$ cat config.mk
export PLATFORM = sky130hd
export DESIGN_NAME = tun_queue
export DESIGN_NICKNAME = d
export VERILOG_FILES = /design/src/tun_pkg.sv /design/src/tun_queue.sv
export SDC_FILE = /design/constraint.sdc
export NUM_CORES = 1
export LEC_CHECK = 0
export BUFFER_PORTS_ARGS = -buffer_cell sky130_fd_sc_hd__buf_4
export CELL_PAD_IN_SITES_DETAIL_PLACEMENT = 0
export CELL_PAD_IN_SITES_GLOBAL_PLACEMENT = 1
export CORE_MARGIN = 4
export CORE_UTILIZATION = 30
export CTS_CLUSTER_SIZE = 12
export DETAILED_ROUTE_END_ITERATION = 8
export HOLD_SLACK_MARGIN = 0.1
export PLACE_DENSITY_LB_ADDON = 0.15
export SLEW_MARGIN = 0
export SYNTH_ARGS = -nofsm -noshare
export SYNTH_HDL_FRONTEND = slang
export SYNTH_SLANG_ARGS = --single-unit
$ cat constraint.sdc
create_clock -name clk -period 3.4 [get_ports clk]
set_input_delay 0.34 -clock clk [delete_from_list [all_inputs] [get_ports clk]]
set_output_delay 0.34 -clock clk [all_outputs]
set_load 0.05 [all_outputs]
$ cat src/tun_pkg.sv
// ----------------------------------------------------------------------------
// tun_pkg
// Types and fixed constants shared by the triangle unit normal blocks.
// ----------------------------------------------------------------------------
`timescale 1ns / 1ps

package tun_pkg;

  localparam int FIELD_BITS = 16;
  localparam int NORM_BITS  = 30;
  localparam int NORM_POS   = 29;
  localparam int SHIFT_BITS = 6;
  localparam int ROOT_BITS  = 31;
  localparam int SQ_BITS    = 64;
  localparam int Q_DEPTH    = 4;

  typedef struct packed {
    logic signed [FIELD_BITS-1:0] vertex_a_x;
    logic signed [FIELD_BITS-1:0] vertex_a_y;
    logic signed [FIELD_BITS-1:0] vertex_a_z;
    logic signed [FIELD_BITS-1:0] vertex_b_x;
    logic signed [FIELD_BITS-1:0] vertex_b_y;
    logic signed [FIELD_BITS-1:0] vertex_b_z;
    logic signed [FIELD_BITS-1:0] vertex_c_x;
    logic signed [FIELD_BITS-1:0] vertex_c_y;
    logic signed [FIELD_BITS-1:0] vertex_c_z;
  } in_t;

  typedef struct packed {
    logic signed [FIELD_BITS-1:0] normal_x;
    logic signed [FIELD_BITS-1:0] normal_y;
    logic signed [FIELD_BITS-1:0] normal_z;
    logic                         degenerate;
  } out_t;

  typedef struct packed {
    logic                           deg;
    logic [2:0]                     neg;
    logic [2:0][NORM_BITS-1:0]      mag;
  } norm_t;

endpackage

$ cat src/tun_queue.sv
// ----------------------------------------------------------------------------
// tun_queue
// Small register queue between the front and back parts.
// ----------------------------------------------------------------------------
`timescale 1ns / 1ps

module tun_queue (
  input  logic           clk,
  input  logic           rst,
  input  logic           push,
  input  tun_pkg::norm_t push_data,
  input  logic           pop,
  output tun_pkg::norm_t pop_data,
  output logic           full,
  output logic           empty
);

  localparam int AW = $clog2(tun_pkg::Q_DEPTH);

  tun_pkg::norm_t mem [tun_pkg::Q_DEPTH];
  logic [AW-1:0]  wr_ptr, rd_ptr;
  logic [AW:0]    count;

  assign full     = (count == (AW+1)'(tun_pkg::Q_DEPTH));
  assign empty    = (count == '0);
  assign pop_data = mem[rd_ptr];

  always_ff @(posedge clk) begin
    if (rst) begin
      wr_ptr <= '0;
      rd_ptr <= '0;
      count  <= '0;
    end else begin
      if (push) begin
        wr_ptr <= wr_ptr + 1'b1;
      end
      if (pop) begin
        rd_ptr <= rd_ptr + 1'b1;
      end
      if (push && !pop) begin
        count <= count + 1'b1;
      end else if (pop && !push) begin
        count <= count - 1'b1;
      end
    end
  end

  always_ff @(posedge clk) begin
    if (push) begin
      mem[wr_ptr] <= push_data;
    end
  end

  a_no_overflow: assert property (@(posedge clk) disable iff (rst) push |-> !full)
    else $error("queue push while full");
  a_no_underflow: assert property (@(posedge clk) disable iff (rst) pop |-> !empty)
    else $error("queue pop while empty");
  a_count_range: assert property (@(posedge clk) disable iff (rst)
    count <= (AW+1)'(tun_pkg::Q_DEPTH))
    else $error("queue count out of range");
  a_count_step: assert property (@(posedge clk) disable iff (rst)
    (push && !pop) |=> (count == $past(count) + 1'b1))
    else $error("queue count did not advance");

endmodule

==> results.md, run 1 <==
- Switching Power: ~2.9 mW
- Fmax achieved: 0.3654 GHz
- Status: finished clean
- Ys flop type: edfxtp_1
- Die width: 224.5 um
- Min cycle time layout: about 2700 ps
- Startpoint Class: flop
- Post-synth top area cell: edfxtp_1
- Crit share post-route: 0.8049
- Residual DRC: 0
- EDFF count, synth: 376
- Worst hold stages: 2
- Number of global-route vias before repair: 7534
- Crit end category: output port
- First-pass GRT wire length: between 40000 and 50000 um
- Drt wl/cell: about 20 um
- Required @ worst endpoint: 3060 ps
- Post-CTS Setup Inserts: 0
- Reg area: 11480 um2
- Library cells used by synthesis: 23
- Yosys reg bits: about 390
- Pwr per Cell Area: 629.5 nW/um2
- Crit-path max FO: 29
- Total global routing track utilization: 0.1203
- Layout Nets: between 900 and 1000
- Vias per cell: roughly 4.5
- Grt ovf: 0
- Post-Syn Area: 14060 um2
- Core Util, Final: 0.3999
- Syn_nets: 639
- Fin. Hold Viols: 0
- DP Wirelength: 18240 um
- Gate power share: 0.152
- Warning count from the yosys run: 0
- Power share of the sequential group: 0.474
- Starting DRT DRC Count: 346
- Std-Cell Rows: 79
- Worst-skew pair later-pin latency: ~540 ps
- Die area: 50380 um2
- Clock Path Buffers: 3
- Die height: 224.5 um
- CTS Sinks: 385
- CTS Buf Count: 44
- Yosys top cell area share: 0.8032
- Clock Power Share: 0.374
- Final WL: 30200 um
- CTS Root Cell: clkbuf_16
- Sequential-to-total area share from yosys stat: 0.8160
- Worst slew pin tran: 700.0 ps
- Post-CTS Resized: 0
- Critical path arrival: 2400 ps
- Async set-reset flop share out of synthesis: 0
- Area of the multi-input gates: 2357 um2
- Area contributors post-synth: edfxtp_1 (80%), mux4_2 (15%), dfxtp_1 (1.3%)
- Post-synthesis cell count: 535
- Number of fill cells: 4150
- Internal: 8.763 mW
- Switching share of power: 0.2507
- Worst-path clk slew: 50 ps
- WS Path Type: flop to output port
- Final Instance Area: 18580 um2
- CTS hold repair buffers: 98
- RSZ-0062 raised after global routing: false
- Fin. max-slew vios: 0
- Port bufs: between 150 and 200
- CTS tree: done
- Clock Skew: 8.563 ps
- Initial Util: 0.3026
- H-Tree Depth: 2
- Cells on worst reg2reg path: 4
- Final WS setup: between 600 and 700 ps
- HP Class: flop to flop
- Final setup vio count: 0
- Antenna violations before repair: 1
- Share of layout cells above drive strength 1: 0.4110
- Setup TNS: 0 ps
- Max cap viols: 0
- RD Place Congestion: 0.6871
- Via count: 6688
- Area delta synth->final: 32.17%
- Post-Syn Area per Cell: ~26 um2
- Relative slew slack: 0.5333
- Peak VDD IR: ~410 uV
- Final ANT Viol Nets: 0
- P_leak: 6.265 nW
- Dpl ws: about 1100 ps
- Post-place instance area: 16260 um2
- I/O pin total: 194
- Number of detailed-route iterations in the first pass: 4
- Pin count of the biggest net entering global routing: 46
- Core Box Area: 46460 um2
## power groups by stage
| stage | clock network (mW) | registers [mW] | logic [mW] |
|---|---|---|---|
| 2_1_floorplan | 0 | 5.61 | 1.18 |
| 3_3_place_gp | 0 | 5.63 | 1.71 |
| 3_5_place_dp | 0 | 5.65 | 1.73 |
| 4_1_cts | 4.55 | 5.55 | 1.83 |
| 5_1_grt | 4.77 | 5.56 | 1.89 |
| 6_report | 4.37 | 5.54 | 1.78 |
## cells in the mapped netlist, types with 2 or more instances
master    instances
and2_1            4
buf_1             3
buf_12            7
buf_2             7
buf_4             3
dfxtp_1           9
edfxtp_1        376
ha_1              5
inv_1             4
mux2i_1           2
mux4_2           94
nor2_1            7
xnor2_1           2
xor2_1            3
## flip-flops by register name (all words and copies together) (netlist names), named ones only
signal,cells
count,3
mem,376
wr_ptr,2
rd_ptr,2
## path summary, 6_finish.rpt
path              from      endpoint  slack, ps
min reg2reg  rd_ptr[1]     rd_ptr[1]        520
min          rd_ptr[1]     rd_ptr[1]        520
max               flop  pop_data[60]        660
max reg2reg  wr_ptr[0]    mem[0][24]       1500
## metrics by stage
step	hold WS, ps	cells	power (mW)
5_1_grt	508.4	1501	12.23
6_report	521.1	1501	11.69
3_5_place_dp	517.2	1328	7.375
2_1_floorplan	438.9	535	6.789
4_1_cts	496.2	1500	11.93
3_3_place_gp	478.7	1328	7.337
## cell type report
cell class / instances / area share
clock buffers: 55 / 0.06263
diodes: 1 / 0.0001347
multi-input cells: 124 / 0.1269
repair buffers: 306 / 0.1416
clock inverters: 19 / 0.009294
flip-flops and latches: 385 / 0.6178
well taps: 607 / 0.04088
inverters: 4 / 0.0008081
## layout by cell type, fill, tap and decap left out, types with 2 or more instances in the layout
| master | instances |
|---|---|
| edfxtp_1 | 376 |
| buf_4 | 201 |
| dlygate4sd3_1 | 98 |
| mux4_2 | 94 |
| clkbuf_16 | 45 |
| clkbuf_1 | 10 |
| clkinv_2 | 8 |
| nor2_1 | 7 |
| dfxtp_1 | 7 |
| buf_12 | 7 |
| ha_1 | 5 |
| clkinv_1 | 5 |
| inv_1 | 4 |
| and2_4 | 4 |
| xor2_1 | 3 |
| bufinv_16 | 3 |
| xnor2_1 | 2 |
| mux2i_1 | 2 |
| dfxtp_4 | 2 |
| clkinvlp_4 | 2 |
## metal layers
metal / wire, um / vias up / GRT usage
met2: 15300 / 171 / 0.2010
met4: 474 / 0 / 0.03123
met5: 0 / - / 0
li1: - / 2964 / -
met1: 12370 / 3512 / 0.1513
met3: 2059 / 41 / 0.04124
## cells by family (layout without fill, tap and decap cells)
group | Yosys count | count (layout) | synth area share
mux | 96 | 96 | 0.1520
other cells | 0 | 1 | 0
xor+xnor | 5 | 5 | 0.003116
compound gates | 2 | 2 | 0.0007114
flops | 385 | 385 | 0.8160
fa+ha+maj | 6 | 6 | 0.005875
simple gates | 15 | 15 | 0.005251
buf+inv | 26 | 384 | 0.01700
## critical path, cell delays in order (launching register included)
cell and delay, ps:
dfxtp_4 710, buf_12 340, mux4_2 580, buf_4 210
Power figures use the tool's default switching activity.
==> run 2: changes to the inputs <==
==> constraint.sdc (replaced) <==
create_clock -name clk -period 2.8 [get_ports clk]
set_input_delay 0.28 -clock clk [delete_from_list [all_inputs] [get_ports clk]]
set_output_delay 0.28 -clock clk [all_outputs]
set_load 0.05 [all_outputs]
==> run 2 against run 1 <==
  * Non-clock buffer count decreased by 3
  * Register-to-register slack lost 490 ps
  * Sequential cell count is the same
  * Final cell count unchanged
  * Critical endpoint is now pop_data[84]
  * Largest power group unchanged
  * Highest routed layer unchanged
==> results.md, run 2 (synthesized netlist as in run 1, its figures left out) <==
- Die width: 224.5 um (unchanged)
- Core Util, Final: 0.4010 (was 0.3999)
- Largest registers: mem (376), count (3) (unchanged)
- Crit end category: output port (unchanged)
- CTS Root Cell: clkbuf_16 (unchanged)
- Post-place instance area: 16250 um2 (was 16260 um2)
- Crit share post-route: 0.8612
- Fin. max-slew vios: 0 (unchanged)
- Min cycle time layout: between 2000 and 2500 ps
- Antenna violations before repair: 1 (unchanged)
- Largest stage delay, worst path: 530 ps (was 710 ps)
- Fin. Hold Viols: 0 (unchanged)
- Peak VDD IR: 369.9 uV (was 406.4 uV)
- Clock Skew: 10.68 ps (was 8.563 ps)
- Most frequent cells in the layout: edfxtp_1 (376), buf_4 (197), dlygate4sd3_1 (98) (was edfxtp_1 (376), buf_4 (201), dlygate4sd3_1 (98))
- P_leak: 6.284 nW (was 6.265 nW)
- Clock Power Share: 0.381 (was 0.374)
- Hold Crit Endpoint: mem[2][12] (was rd_ptr[1])
- Switching Power: 3.577 mW (was 2.931 mW)
- Setup TNS: 0 ps (unchanged)
- Post-CTS Setup Inserts: 0 (unchanged)
- Worst-path clk slew: 60 ps (was 50 ps)
- DP Wirelength: 17260 um (was 18240 um)
- Total global routing track utilization: 0.1174 (was 0.1203)
- Die area: 50380 um2 (unchanged)
- Switching share of power: 0.2490 (was 0.2507)
- Finished Layout Cells: 1501 (unchanged)
- Cells on worst reg2reg path: 4 (unchanged)
- HP Class: input pin to flop (was flop to flop)
- Share of layout cells above drive strength 1: 0.4076 (was 0.4110)
- CTS Buf Count: 44 (unchanged)
- Die height: 224.5 um (unchanged)
- Final ANT Viol Nets: 0 (unchanged)
- Grt ovf: 0 (unchanged)
- CP Cell Sequence: buf_4 -> mux4_2 -> buf_4 (was buf_12 -> mux4_2 -> buf_4)
- Final Instance Area: 18630 um2 (was 18580 um2)
- Final WS setup: 388.6 ps (was 663.5 ps)
- Number of global-route vias before repair: 7490 (was 7534)
- Number of flip-flops under the largest register name: 376 (unchanged)
- Std-Cell Rows: 79 (unchanged)
- Vias per cell: 4.434 (was 4.456)
- Residual DRC: 0 (unchanged)
- Port bufs: 193 (unchanged)
- Power share of the sequential group: 0.466 (was 0.474)
- I/O pin total: 194 (unchanged)
- CTS Sinks: 385 (unchanged)
- Number of detailed-route iterations in the first pass: 4 (unchanged)
- Worst path top cell family by delay: buffers and inverters (was flip-flops)
- CP Buf/Inv Count: 2 (unchanged)
- Starting DRT DRC Count: 344 (was 346)
- Startpoint Class: flop (unchanged)
- Dpl ws: 905.9 ps (was 1107 ps)
- Max cap viols: 0 (unchanged)
- Top reg by flops: mem (unchanged)
- Via count: 6655 (was 6688)
- Critical path arrival: 2130 ps (was 2400 ps)
- Area delta synth->final: 32.51% (was 32.17%)
- Pwr per Cell Area: 771.3 nW/um2 (was 629.5 nW/um2)
- Status: finished clean (unchanged)
- Placed cells: 1325 (was 1328)
- WHS: 481.2 ps (was 521.1 ps)
- Worst slew pin tran: 655.2 ps (was 700.0 ps)
- Total power draw: 14.37 mW (was 11.69 mW)
- Crit-path max FO: 23 (was 29)
- RD Place Congestion: 0.6594 (was 0.6871)
- Initial Util: 0.3026 (unchanged)
- Final setup vio count: 0 (unchanged)
- Pin count of the biggest net entering global routing: 95 (was 46)
- First-pass GRT wire length: 44810 um (was 45800 um)
- Worst-skew pair later-pin latency: 550 ps (was 540 ps)
- Required @ worst endpoint: 2520 ps (was 3060 ps)
- Clock Path Buffers: 3 (unchanged)
- Core Box Area: 46460 um2 (unchanged)
- Final WL: 29590 um (was 30200 um)
- CTS tree: done (unchanged)
- Commonest non-fill, non-tap cell in the layout: edfxtp_1 (unchanged)
- Internal: 10.79 mW (was 8.763 mW)
- Worst hold stages: 2 (unchanged)
- Reg2reg start: wr_ptr[0] (unchanged)
- H-Tree Depth: 2 (unchanged)
- Gate power share: 0.153 (was 0.152)
- R2r endpoint: mem[2][76] (was mem[0][24])
- Relative slew slack: 0.5632 (was 0.5333)
- Critical Path Slowest Stage Cell: dfxtp_4 (unchanged)
- RSZ-0062 raised after global routing: false (unchanged)
- Most used cell, CP: buf_4
- Drt wl/cell: 19.72 um (was 20.12 um)
- Fmax achieved: 0.4147 GHz
- Number of fill cells: 4198 (was 4150)
- Hold path start: push_data[12] (was rd_ptr[1])
- WS Path Type: flop to output port (unchanged)
- Layout Nets: 966 (was 969)
- R2R setup slack: 1010 ps (was 1500 ps)
## run 2: cell types whose count changed in the layout (fill, tap and decap cells not counted), sizes merged
cell / previous run / this run
clkinvlp: 2 / 0
clkinv: 13 / 16
buf: 208 / 205
clkbuf: 55 / 56
bufinv: 3 / 4
## run 2: worst max-delay path by stage
stage          cells past startpoint           end  slack [ps]
6_report                           3  pop_data[84]         390
4_1_cts                            3  pop_data[84]         290
3_3_place_gp                       3  pop_data[84]         920
2_1_floorplan                      3     mem[2][0]         660
5_1_grt                            3  pop_data[84]         270
3_5_place_dp                       3  pop_data[84]         910
## run 2: power by group through the flow
stage / clock network, mW / logic (mW) / registers, mW
finish: 5.47 / 2.20 / 6.69
global route: 5.94 / 2.33 / 6.71
CTS: 5.68 / 2.25 / 6.70
detailed placement: 0 / 2.13 / 6.82
global placement: 0 / 2.11 / 6.80
floorplan: 0 / 1.44 / 6.79
## run 2: area by class of cell
cell class                      count  area, um2  share of cell area
Sequential cell                   385      11480              0.6162
Timing Repair Buffer              303       2620              0.1406
Multi-Input combinational cell    124       2357              0.1265
Clock buffer                       56       1187             0.06374
Tap cell                          607      759.5             0.04077
Clock inverter                     21      207.7             0.01115
Inverter                            4      15.01           0.0008060
Antenna cell                        1      2.502           0.0001343
## run 2: timing repair
action | CTS | global route
endpoints found under the hold margin | 385 | 0
hold buffers | 98 | 0
gates resized for setup | 0 | 0
## run 2: routing by layer
metal / share of wire / GRT usage / routed length [um]
met2: 0.48 / 0.1875 / 14080
met3: 0.059 / 0.03602 / 1755
met5: 0 / 0 / 0
met1: 0.44 / 0.1581 / 13170
met4: 0.020 / 0.03123 / 590
